[config.mk]
export PLATFORM = sky130hd
export DESIGN_NAME = packed_dump_unpacker
export DESIGN_NICKNAME = d
export VERILOG_FILES = /design/src/rtl/core/pdu_pkg.sv /design/src/rtl/core/packed_dump_unpacker.sv /design/src/rtl/core/pdu_core.sv
export SDC_FILE = /design/constraint.sdc
export NUM_CORES = 1
export LEC_CHECK = 0
export ABC_AREA = 1
export BUFFER_PORTS_ARGS = -buffer_cell sky130_fd_sc_hd__buf_2
export CAP_MARGIN = 20
export CORE_MARGIN = 8
export CORE_UTILIZATION = 55
export DETAILED_ROUTE_END_ITERATION = 8
export GPL_ROUTABILITY_DRIVEN = 0
export PLACE_DENSITY = 0.76
export SLEW_MARGIN = 20
export SYNTH_ARGS = -nofsm -noshare
export SYNTH_HDL_FRONTEND = slang
export SYNTH_HIERARCHICAL = 1
export SYNTH_SLANG_ARGS = --single-unit
[constraint.sdc]
create_clock -name clk -period 3.2 [get_ports clk]
set_clock_uncertainty 0.05 [all_clocks]
set_input_delay 0.32 -clock clk [delete_from_list [all_inputs] [get_ports clk]]
set_output_delay 0.32 -clock clk [all_outputs]
set_load 0.005 [all_outputs]
[src/rtl/core/pdu_pkg.sv]
// Package: shared types and constants of the packed dump unpacker.
`timescale 1ns / 1ps

package pdu_pkg;

    localparam int unsigned VALUES_PER_PACKET = 7;
    localparam int unsigned POS_W             = 3;
    localparam int unsigned BYTE_W            = 8;
    localparam int unsigned CFG_IDX_W         = 2;

    localparam logic [CFG_IDX_W-1:0] REG_SKIP_FIRST  = 2'd0;
    localparam logic [CFG_IDX_W-1:0] REG_SKIP_LAST   = 2'd1;
    localparam logic [CFG_IDX_W-1:0] REG_PARAM_TOTAL = 2'd2;

    localparam logic [BYTE_W-1:0] SKIP_FIRST_RST  = 8'd109;
    localparam logic [BYTE_W-1:0] SKIP_LAST_RST   = 8'd119;
    localparam logic [BYTE_W-1:0] PARAM_TOTAL_RST = 8'd200;

    localparam logic [POS_W-1:0] POS_HEADER = '0;
    localparam logic [POS_W-1:0] POS_LAST   = POS_W'(VALUES_PER_PACKET);

    typedef struct packed {
        logic [BYTE_W-1:0] skip_first;
        logic [BYTE_W-1:0] skip_last;
        logic [BYTE_W-1:0] param_total;
    } cfg_t;

    typedef struct packed {
        logic              fire;
        logic [BYTE_W-1:0] index;
        logic [BYTE_W-1:0] value;
        logic              last;
    } res_t;

endpackage

[src/rtl/core/packed_dump_unpacker.sv]
// Top level: configuration registers, request handshake and result register.
// A result is registered and appears in the cycle after the byte that causes it is taken.
// Throughput: one byte per cycle; the single result register sets this rate
// and stalls input only while it holds a result that is not taken.
// Reset: rst_n clears the dump state and the result valid, and loads the
// skip range and slot total with 109, 119 and 200.
`timescale 1ns / 1ps

module packed_dump_unpacker
    import pdu_pkg::*;
(
    input  logic                 clk,
    input  logic                 rst_n,
    input  logic                 cfg_we,
    input  logic [CFG_IDX_W-1:0] cfg_index,
    input  logic [BYTE_W-1:0]    cfg_data,
    input  logic                 in_valid,
    output logic                 in_stall,
    input  logic [BYTE_W-1:0]    dump_byte,
    input  logic                 start_req,
    output logic                 out_valid,
    input  logic                 out_stall,
    output logic [BYTE_W-1:0]    param_index,
    output logic [BYTE_W-1:0]    param_value,
    output logic                 last
);

    cfg_t              cfg_reg;
    res_t              res;
    logic              take;
    logic              out_load;
    logic              out_valid_reg;
    logic [BYTE_W-1:0] index_reg;
    logic [BYTE_W-1:0] value_reg;
    logic              last_reg;

    always_ff @(posedge clk or negedge rst_n)
    begin
        if (!rst_n)
        begin
            cfg_reg.skip_first  <= SKIP_FIRST_RST;
            cfg_reg.skip_last   <= SKIP_LAST_RST;
            cfg_reg.param_total <= PARAM_TOTAL_RST;
        end
        else if (cfg_we)
        begin
            unique case (cfg_index)
                REG_SKIP_FIRST:  cfg_reg.skip_first  <= cfg_data;
                REG_SKIP_LAST:   cfg_reg.skip_last   <= cfg_data;
                REG_PARAM_TOTAL: cfg_reg.param_total <= cfg_data;
                default:         cfg_reg             <= cfg_reg;
            endcase
        end
    end

    assign in_stall = out_valid_reg & out_stall;
    assign take     = in_valid & ~in_stall;
    assign out_load = ~out_valid_reg | ~out_stall;

    pdu_core u_core (
        .clk       (clk),
        .rst_n     (rst_n),
        .take      (take),
        .dump_byte (dump_byte),
        .start_req (start_req),
        .cfg       (cfg_reg),
        .res       (res)
    );

    always_ff @(posedge clk or negedge rst_n)
    begin
        if (!rst_n)
        begin
            out_valid_reg <= 1'b0;
        end
        else if (out_load)
        begin
            out_valid_reg <= res.fire;
        end
    end

    always_ff @(posedge clk)
    begin
        if (out_load && res.fire)
        begin
            index_reg <= res.index;
            value_reg <= res.value;
            last_reg  <= res.last;
        end
    end

    assign out_valid   = out_valid_reg;
    assign param_index = index_reg;
    assign param_value = value_reg;
    assign last        = last_reg;

endmodule

[src/rtl/core/pdu_core.sv]
// Dump state tracking and value reassembly for one byte per cycle while take is high.
`timescale 1ns / 1ps

module pdu_core
    import pdu_pkg::*;
(
    input  logic              clk,
    input  logic              rst_n,
    input  logic              take,
    input  logic [BYTE_W-1:0] dump_byte,
    input  logic              start_req,
    input  cfg_t              cfg,
    output res_t              res
);

    logic [BYTE_W-1:0] top_bits_reg, top_bits_next;
    logic [POS_W-1:0]  packet_pos_reg, packet_pos_next;
    logic [BYTE_W-1:0] slot_count_reg, slot_count_next;
    logic              active_reg, active_next;

    logic              eff_active;
    logic [POS_W-1:0]  eff_pos;
    logic [BYTE_W-1:0] eff_slot;
    logic [POS_W-1:0]  bitpos;
    logic [BYTE_W-1:0] final_idx;
    logic              skipped;
    logic              is_final;

    assign eff_active = start_req | active_reg;
    assign eff_pos    = start_req ? POS_HEADER : packet_pos_reg;
    assign eff_slot   = start_req ? '0 : slot_count_reg;
    assign bitpos     = eff_pos - POS_W'(1);
    assign final_idx  = cfg.param_total - BYTE_W'(1);
    assign is_final   = (eff_slot == final_idx);
    assign skipped    = (cfg.skip_first <= cfg.skip_last)
                     && (eff_slot >= cfg.skip_first)
                     && (eff_slot <= cfg.skip_last);

    always_comb
    begin
        top_bits_next   = top_bits_reg;
        packet_pos_next = packet_pos_reg;
        slot_count_next = slot_count_reg;
        active_next     = active_reg;
        res.fire        = 1'b0;
        res.index       = eff_slot;
        res.value       = {top_bits_reg[bitpos], dump_byte[BYTE_W-2:0]};
        res.last        = is_final;
        if (take && eff_active)
        begin
            active_next = 1'b1;
            if (eff_pos == POS_HEADER)
            begin
                top_bits_next   = dump_byte;
                packet_pos_next = POS_W'(1);
                slot_count_next = eff_slot;
            end
            else
            begin
                res.fire        = ~skipped;
                slot_count_next = eff_slot + BYTE_W'(1);
                packet_pos_next = (eff_pos == POS_LAST) ? POS_HEADER : eff_pos + POS_W'(1);
                if (is_final)
                begin
                    active_next = 1'b0;
                end
            end
        end
    end

    always_ff @(posedge clk or negedge rst_n)
    begin
        if (!rst_n)
        begin
            top_bits_reg   <= '0;
            packet_pos_reg <= POS_HEADER;
            slot_count_reg <= '0;
            active_reg     <= 1'b0;
        end
        else
        begin
            top_bits_reg   <= top_bits_next;
            packet_pos_reg <= packet_pos_next;
            slot_count_reg <= slot_count_next;
            active_reg     <= active_next;
        end
    end

`ifndef SYNTH
    a_idle_byte_dropped: assert property (@(posedge clk) disable iff (!rst_n)
        take && !start_req && !active_reg |=>
            !active_reg && $stable(slot_count_reg) && $stable(packet_pos_reg))
        else $error("byte outside a dump changed the dump state");

    a_start_is_header: assert property (@(posedge clk) disable iff (!rst_n)
        take && start_req |=>
            active_reg && packet_pos_reg == POS_W'(1) && slot_count_reg == '0)
        else $error("start byte was not taken as the first header");

    a_pos_in_packet: assert property (@(posedge clk) disable iff (!rst_n)
        packet_pos_reg <= POS_LAST)
        else $error("packet position ran past the packet");

    a_no_result_on_header: assert property (@(posedge clk) disable iff (!rst_n)
        res.fire |=> slot_count_reg == $past(eff_slot) + BYTE_W'(1))
        else $error("result given without advancing the slot count");
`endif

endmodule
## After elaboration in Yosys (flattened, before gate mapping)

Cells that the tools add are included.

- Flip-flop bits (word level): 62
- Output and inout port bits: 19
- Logic and storage cells: 52

- Bitwise logic cells: 8
- Reduce and logical (&&, ||, !) cells: 10
- Order comparisons: 4
- $add $sub $neg: 4
- Equal/unequal tests: 4
- Mux-type cells: 11

Operator list:

| operator | count |
|---|---|
| 8-bit less-or-equal comparator | 2 |
| 8-bit 2-to-1 mux | 2 |
| 3-bit 2-to-1 mux | 3 |
| 8-bit by 1-bit adder with 8-bit output, second input constant | 1 |
| 8-bit equality test | 1 |
| 8-bit >= comparator | 1 |
| 2-bit AND reduction | 4 |
| 8-bit by 1-bit subtractor with 8-bit output, second input constant | 1 |
| 1-bit 2-to-1 mux | 5 |
| 1-bit logical AND | 4 |
| 3-bit by 4-bit < comparator with 1-bit output, second input constant | 1 |
| 1-bit NOT | 4 |
| 3-bit by 1-bit adder with 3-bit output, second input constant | 1 |
| 1-bit binary-select mux with 3-bit select | 1 |
| 3-bit equality test, second input constant | 1 |
| 3-bit logical NOT | 1 |
| 3-bit by 1-bit subtractor with 3-bit output, second input constant | 1 |
| 1-bit AND | 2 |
| 2-bit by 1-bit equality test with 1-bit output, second input constant | 1 |
| 2-bit equality test, second input constant | 1 |
| 2-bit logical NOT | 1 |
| 1-bit OR | 2 |

## Depth between registers and ports, before layout

- Depth in word-level cells: 8
- Gate-level depth with buffers: 17

## Hierarchy

The synthesis kept the hierarchy.

Modules (own cells, without submodules):

| module | area each (sq um) | cells each | instances |
|---|---|---|---|
| pdu_core | 2098.3 | 292 | 1 |
| packed_dump_unpacker | 1626.6 | 132 | 1 |

## Worst setup path after synthesis

No wires, ideal clock.

- Kind: input to register
- Start: in start_req
- End: reg last_reg, in the netlist last, enable pin
- Setup time: 390 ps
- Arrival: 2306 ps
- Required time: 2760 ps
- Stages: 15
- Setup slack: 454 ps
- Path through: buf_6 > inv_8 > nand2_1 > inv_1 > ha_1 > nand2_1 > nand2_1 > nand4_1 > nand2_1 > nand2_1 > nand2_1 > nand2_1 > a21oi_1 > inv_1 > nor2_1

RTL lines:

| element | RTL line | source |
|---|---|---|
| start, declared | packed_dump_unpacker.sv:20 | `input logic start_req,` |
| end signal, assigned | packed_dump_unpacker.sv:88 | `last_reg <= res.last;` |
| end, declared | packed_dump_unpacker.sv:35 | `logic last_reg;` |

==> report_table.html <==
<table>
<tr><th>Metric</th><th>Value</th></tr>
<tr><th colspan="2">Drt</th></tr>
<tr><td>Mean number of vias per cell</td><td>5.201</td></tr>
<tr><td>Via count</td><td>2871</td></tr>
<tr><td>DR pass1 iterations</td><td>4</td></tr>
<tr><td>Initial DRC count</td><td>~180</td></tr>
<tr><td>Final ANT Viol Nets</td><td>0</td></tr>
<tr><td>Detail-routed net length per standard cell</td><td>14.37 microns</td></tr>
<tr><td>Total wire length after detailed routing</td><td>7930 microns</td></tr>
<tr><td>DRC violation count after routing</td><td>0</td></tr>
<tr><th colspan="2">Timing</th></tr>
<tr><td>Hold violation count in the final report</td><td>0</td></tr>
<tr><td>Hold WS</td><td>0.1135 ns</td></tr>
<tr><td>Final worst path period share</td><td>74.55%</td></tr>
<tr><td>Worst slew pin tran</td><td>0.5708 ns</td></tr>
<tr><td>Headroom to the max-slew limit</td><td>61.95%</td></tr>
<tr><td>Crit path time final</td><td>2.386 ns</td></tr>
<tr><td>Setup Total Neg Slack</td><td>0 ns</td></tr>
<tr><td>Number of setup violations in the final report</td><td>0</td></tr>
<tr><td>F_max</td><td>between 0.4 and 0.5 GHz</td></tr>
<tr><td>Unrepaired setup endpoints after global routing</td><td>no</td></tr>
<tr><td>Slew Viols, Final</td><td>0</td></tr>
<tr><th colspan="2">Power and ir drop</th></tr>
<tr><td>Leakage component of the power</td><td>2.145 nW</td></tr>
<tr><td>Power density cells</td><td>592.7 nW/um^2</td></tr>
<tr><td>Peak supply drop</td><td>approximately 0.00028 V</td></tr>
<tr><th colspan="2">Setup path</th></tr>
<tr><td>Critical path data arrival time</td><td>2.37 ns</td></tr>
<tr><td>Cell repeated most along the worst path</td><td>inv_1</td></tr>
<tr><td>Slowest-stage cell, CP</td><td>dfrtp_1</td></tr>
<tr><td>Minimum setup slack among reg-to-reg paths</td><td>just over 0.8 ns</td></tr>
<tr><td>Cells along the critical path</td><td>inv_1 &gt; nor2_1 &gt; ha_1 &gt; a21oi_1 &gt; o21a_1 &gt; nand2_1 &gt; nand2_1 &gt; inv_1 &gt; a21oi_1 &gt; inv_1 &gt; nor2_1 &gt; buf_4</td></tr>
<tr><td>Category of cells accounting for the largest share of critical-path delay</td><td>simple AND/OR/NAND/NOR gates</td></tr>
<tr><td>Kind of end point of the critical path</td><td>flop</td></tr>
<tr><td>Data required time at the worst endpoint</td><td>roughly 3.2 ns</td></tr>
<tr><td>Setup Crit Path Kind</td><td>flop to flop</td></tr>
<tr><td>Largest incremental delay on the critical path</td><td>around 0.36 ns</td></tr>
<tr><td>Element type at the critical path start</td><td>flop</td></tr>
<tr><td>Critical path fanouts, max</td><td>13</td></tr>
<tr><td>Buffer and inverter count on the worst path</td><td>4</td></tr>
<tr><th colspan="2">Floorplanning</th></tr>
<tr><td>Die Area</td><td>9662 sq um</td></tr>
<tr><td>Starting Density</td><td>55.75%</td></tr>
<tr><td># rows</td><td>30</td></tr>
<tr><td>Count of boundary I/O pins</td><td>43</td></tr>
<tr><td>Core area</td><td>between 6000 and 7000 sq um</td></tr>
<tr><td>Horizontal die dimension</td><td>98.30 microns</td></tr>
<tr><td>Die Span Y</td><td>98.30 microns</td></tr>
<tr><th colspan="2">Clocking</th></tr>
<tr><td>CTS tree</td><td>built</td></tr>
<tr><td>Number of buffers on the longest clock path</td><td>2</td></tr>
<tr><td>Clock-pin slew of the registers on the worst-case setup and hold paths</td><td>~0.070 ns</td></tr>
<tr><td>Root Buffer</td><td>clkbuf_8</td></tr>
<tr><td>Post-CTS repair timing setup buffer count</td><td>0</td></tr>
<tr><td>Clock insertion delay at the later pin of the skew report</td><td>0.34 ns</td></tr>
<tr><td>Inserted Clock Buffers</td><td>9</td></tr>
<tr><td>CTS resizes</td><td>0</td></tr>
<tr><td>H-tree Lvls</td><td>3</td></tr>
<tr><td>Number of clock sinks</td><td>62</td></tr>
<tr><th colspan="2">Logic synthesis</th></tr>
<tr><td>Mean area per synthesized cell</td><td>8.785 sq um</td></tr>
<tr><td>Compound-cell area share of the yosys netlist</td><td>4.367%</td></tr>
<tr><td>Synth Warn #</td><td>6</td></tr>
<tr><td>Post-synthesis register bit count</td><td>62</td></tr>
<tr><td>Share of synthesized cell area in and, or, nand and nor gates</td><td>27.31%</td></tr>
<tr><td>Dominant combinational cell family by area after synthesis</td><td>simple AND/OR/NAND/NOR gates</td></tr>
<tr><td>Proportion of synthesized chip area in sequential cells</td><td>44.41%</td></tr>
<tr><td>Synthesized Nets</td><td>475</td></tr>
<tr><td>Synth Area in XOR/XNOR</td><td>2.351%</td></tr>
<tr><td>Adder-Cell Fraction of Synth Area</td><td>9.070%</td></tr>
<tr><td>Mux cell area share after synthesis</td><td>2.721%</td></tr>
<tr><td>Number of cells produced by synthesis</td><td>424</td></tr>
<tr><td>Number of distinct library cell variants in the gate-level netlist after synthesis</td><td>32</td></tr>
<tr><td>Synthesized area</td><td>3725 sq um</td></tr>
<tr><th colspan="2">Status</th></tr>
<tr><td>Outcome</td><td>complete, no violations</td></tr>
<tr><th colspan="2">Layout</th></tr>
<tr><td>Fillers</td><td>584</td></tr>
<tr><td>Antenna Cells</td><td>0</td></tr>
<tr><td>Layout overhead on the synthesized area</td><td>11.69%</td></tr>
<tr><td>Largest register FFs</td><td>24</td></tr>
<tr><td>Ratio of cells with drive above 1 in the final layout</td><td>23.31%</td></tr>
<tr><td>Nets</td><td>518</td></tr>
<tr><th colspan="2">Place</th></tr>
<tr><td>Placed wire-length estimate after detailed placement</td><td>around 6000 microns</td></tr>
<tr><td>Port Buffer Count</td><td>42</td></tr>
<tr><th colspan="2">Global route</th></tr>
<tr><td>Via count of the first global-routing pass</td><td>2885</td></tr>
<tr><td>Total Routing Usage GR</td><td>17.09%</td></tr>
<tr><td>Total gr overflow</td><td>0</td></tr>
<tr><td>Number of antenna violations at the first check in global routing</td><td>0</td></tr>
<tr><td>Pin count of the biggest net entering global routing</td><td>46</td></tr>
<tr><td>Global-route wire length before repair</td><td>13320 microns</td></tr>
<tr><th colspan="2">Hold path</th></tr>
<tr><td>Type of the tightest min-delay check</td><td>input port to flop</td></tr>
<tr><th colspan="2">Run</th></tr>
<tr><td>Number of maximum-capacitance violations</td><td>0</td></tr>
</table>
==> power breakdown <==
group	internal [mW]	switching [mW]	leakage, nW
sequential	0.986	0.0931	0.693
combinational	0.267	0.376	1.35
clock	0.437	0.307	0.106
total	1.69	0.776	2.15
==> final timing paths <==
check,from,to,cells after the start
min in group asynchronous,rst_n,u_core/active_reg,2
max reg2reg,u_core/slot_count_reg[7],param_index[2],12
max,u_core/slot_count_reg[7],param_index[2],12
min,dump_byte[5],param_value[5],1
max in group asynchronous,rst_n,cfg_reg[14],2
min reg2reg,cfg_reg[14],cfg_reg[14],2
==> worst reg2reg max path, delay by kind of cell (launching register included) <==
family                   cells  cell delay (ns)
AO/OA/AOI/OAI                3             0.41
adder cells (fa/ha/maj)      1             0.31
buffers and inverters        4             0.41
flip-flops                   1             0.36
AND/OR/NAND/NOR              4             0.54
==> metal layers <==
layer | vias to the layer above | track usage, % | part of all wire [%]
met1 | 1334 | 22.65 | 48
met3 | 8 | 4.481 | 6.2
li1 | 1458 | - | -
met2 | 71 | 25.95 | 45
met4 | 0 | 6.612 | 1.0
met5 | - | 0 | 0
==> logic make-up after synthesis <==
family / after synthesis
buffers and inverters: 76
xor gates and xnor gates: 10
AOI/OAI and AO/OA: 27
DFF: 62
adders and majority gates: 27
muxes: 9
and+or+nand+nor: 213
==> area by class of cell <==
| cell class | instances | area (sq um) | share of cell area, % |
|---|---|---|---|
| clock buffer | 10 | 127.6 | 3.068 |
| multi-input combinational | 286 | 1707 | 41.02 |
| inverter | 62 | 240.2 | 5.774 |
| sequential | 62 | 1654 | 39.76 |
| tap | 80 | 100.1 | 2.406 |
| clock inverter | 6 | 86.33 | 2.075 |
| timing repair buffer | 46 | 245.2 | 5.895 |
==> timing repair <==
| item | 4_1_cts | 5_1_grt |
|---|---|---|
| hold buffers | 0 | 1 |
| endpoints found under the hold margin | 0 | 31 |
| endpoints found under the setup margin | 0 | 0 |
==> cells in the mapped netlist, drive strengths merged <==
master,count,area share (%)
o21bai,1,0.20
mux2,9,2.7
o21a,3,0.60
buf,14,3.3
inv,62,6.4
o21ai,10,1.6
ha,27,9.1
edfxtp,17,14
xnor2,4,0.94
and2,1,0.17
nor2,31,4.6
dfrtp,31,21
nand2,130,14
a21boi,1,0.20
a21oi,9,1.2
dfstp,14,9.9
nand4,21,3.5
o22ai,3,0.50
xor2,6,1.4
nor3,1,0.13
or2,2,0.34
nand3,27,4.3
==> cells in the final DEF (no fill, tap or decap), drive strengths merged, types with 3 or more instances in the layout <==
cell type and instances:
a21oi 9, buf 45, clkbuf 10, clkinv 3
dfrtp 31, dfstp 14, edfxtp 17, ha 27
inv 62, mux2 9, nand2 130, nand3 27
nand4 21, nor2 31, o21a 3, o21ai 10
o22ai 3, xnor2 4, xor2 6
==> per-stage QoR <==
step	instances	power, mW	worst slack [ns]	utilization [%]	instance area (sq um)
floorplan	424	1.540	0.4536	-	3725
global placement	535	1.692	0.6460	58.88	3934
detailed placement	535	1.727	0.5574	58.88	3934
CTS	551	2.474	0.8011	62.08	4148
global route	552	2.607	0.5527	62.27	4160
finish	552	2.466	0.8143	62.27	4160
No activity file was read; power rests on OpenSTA's default activity.
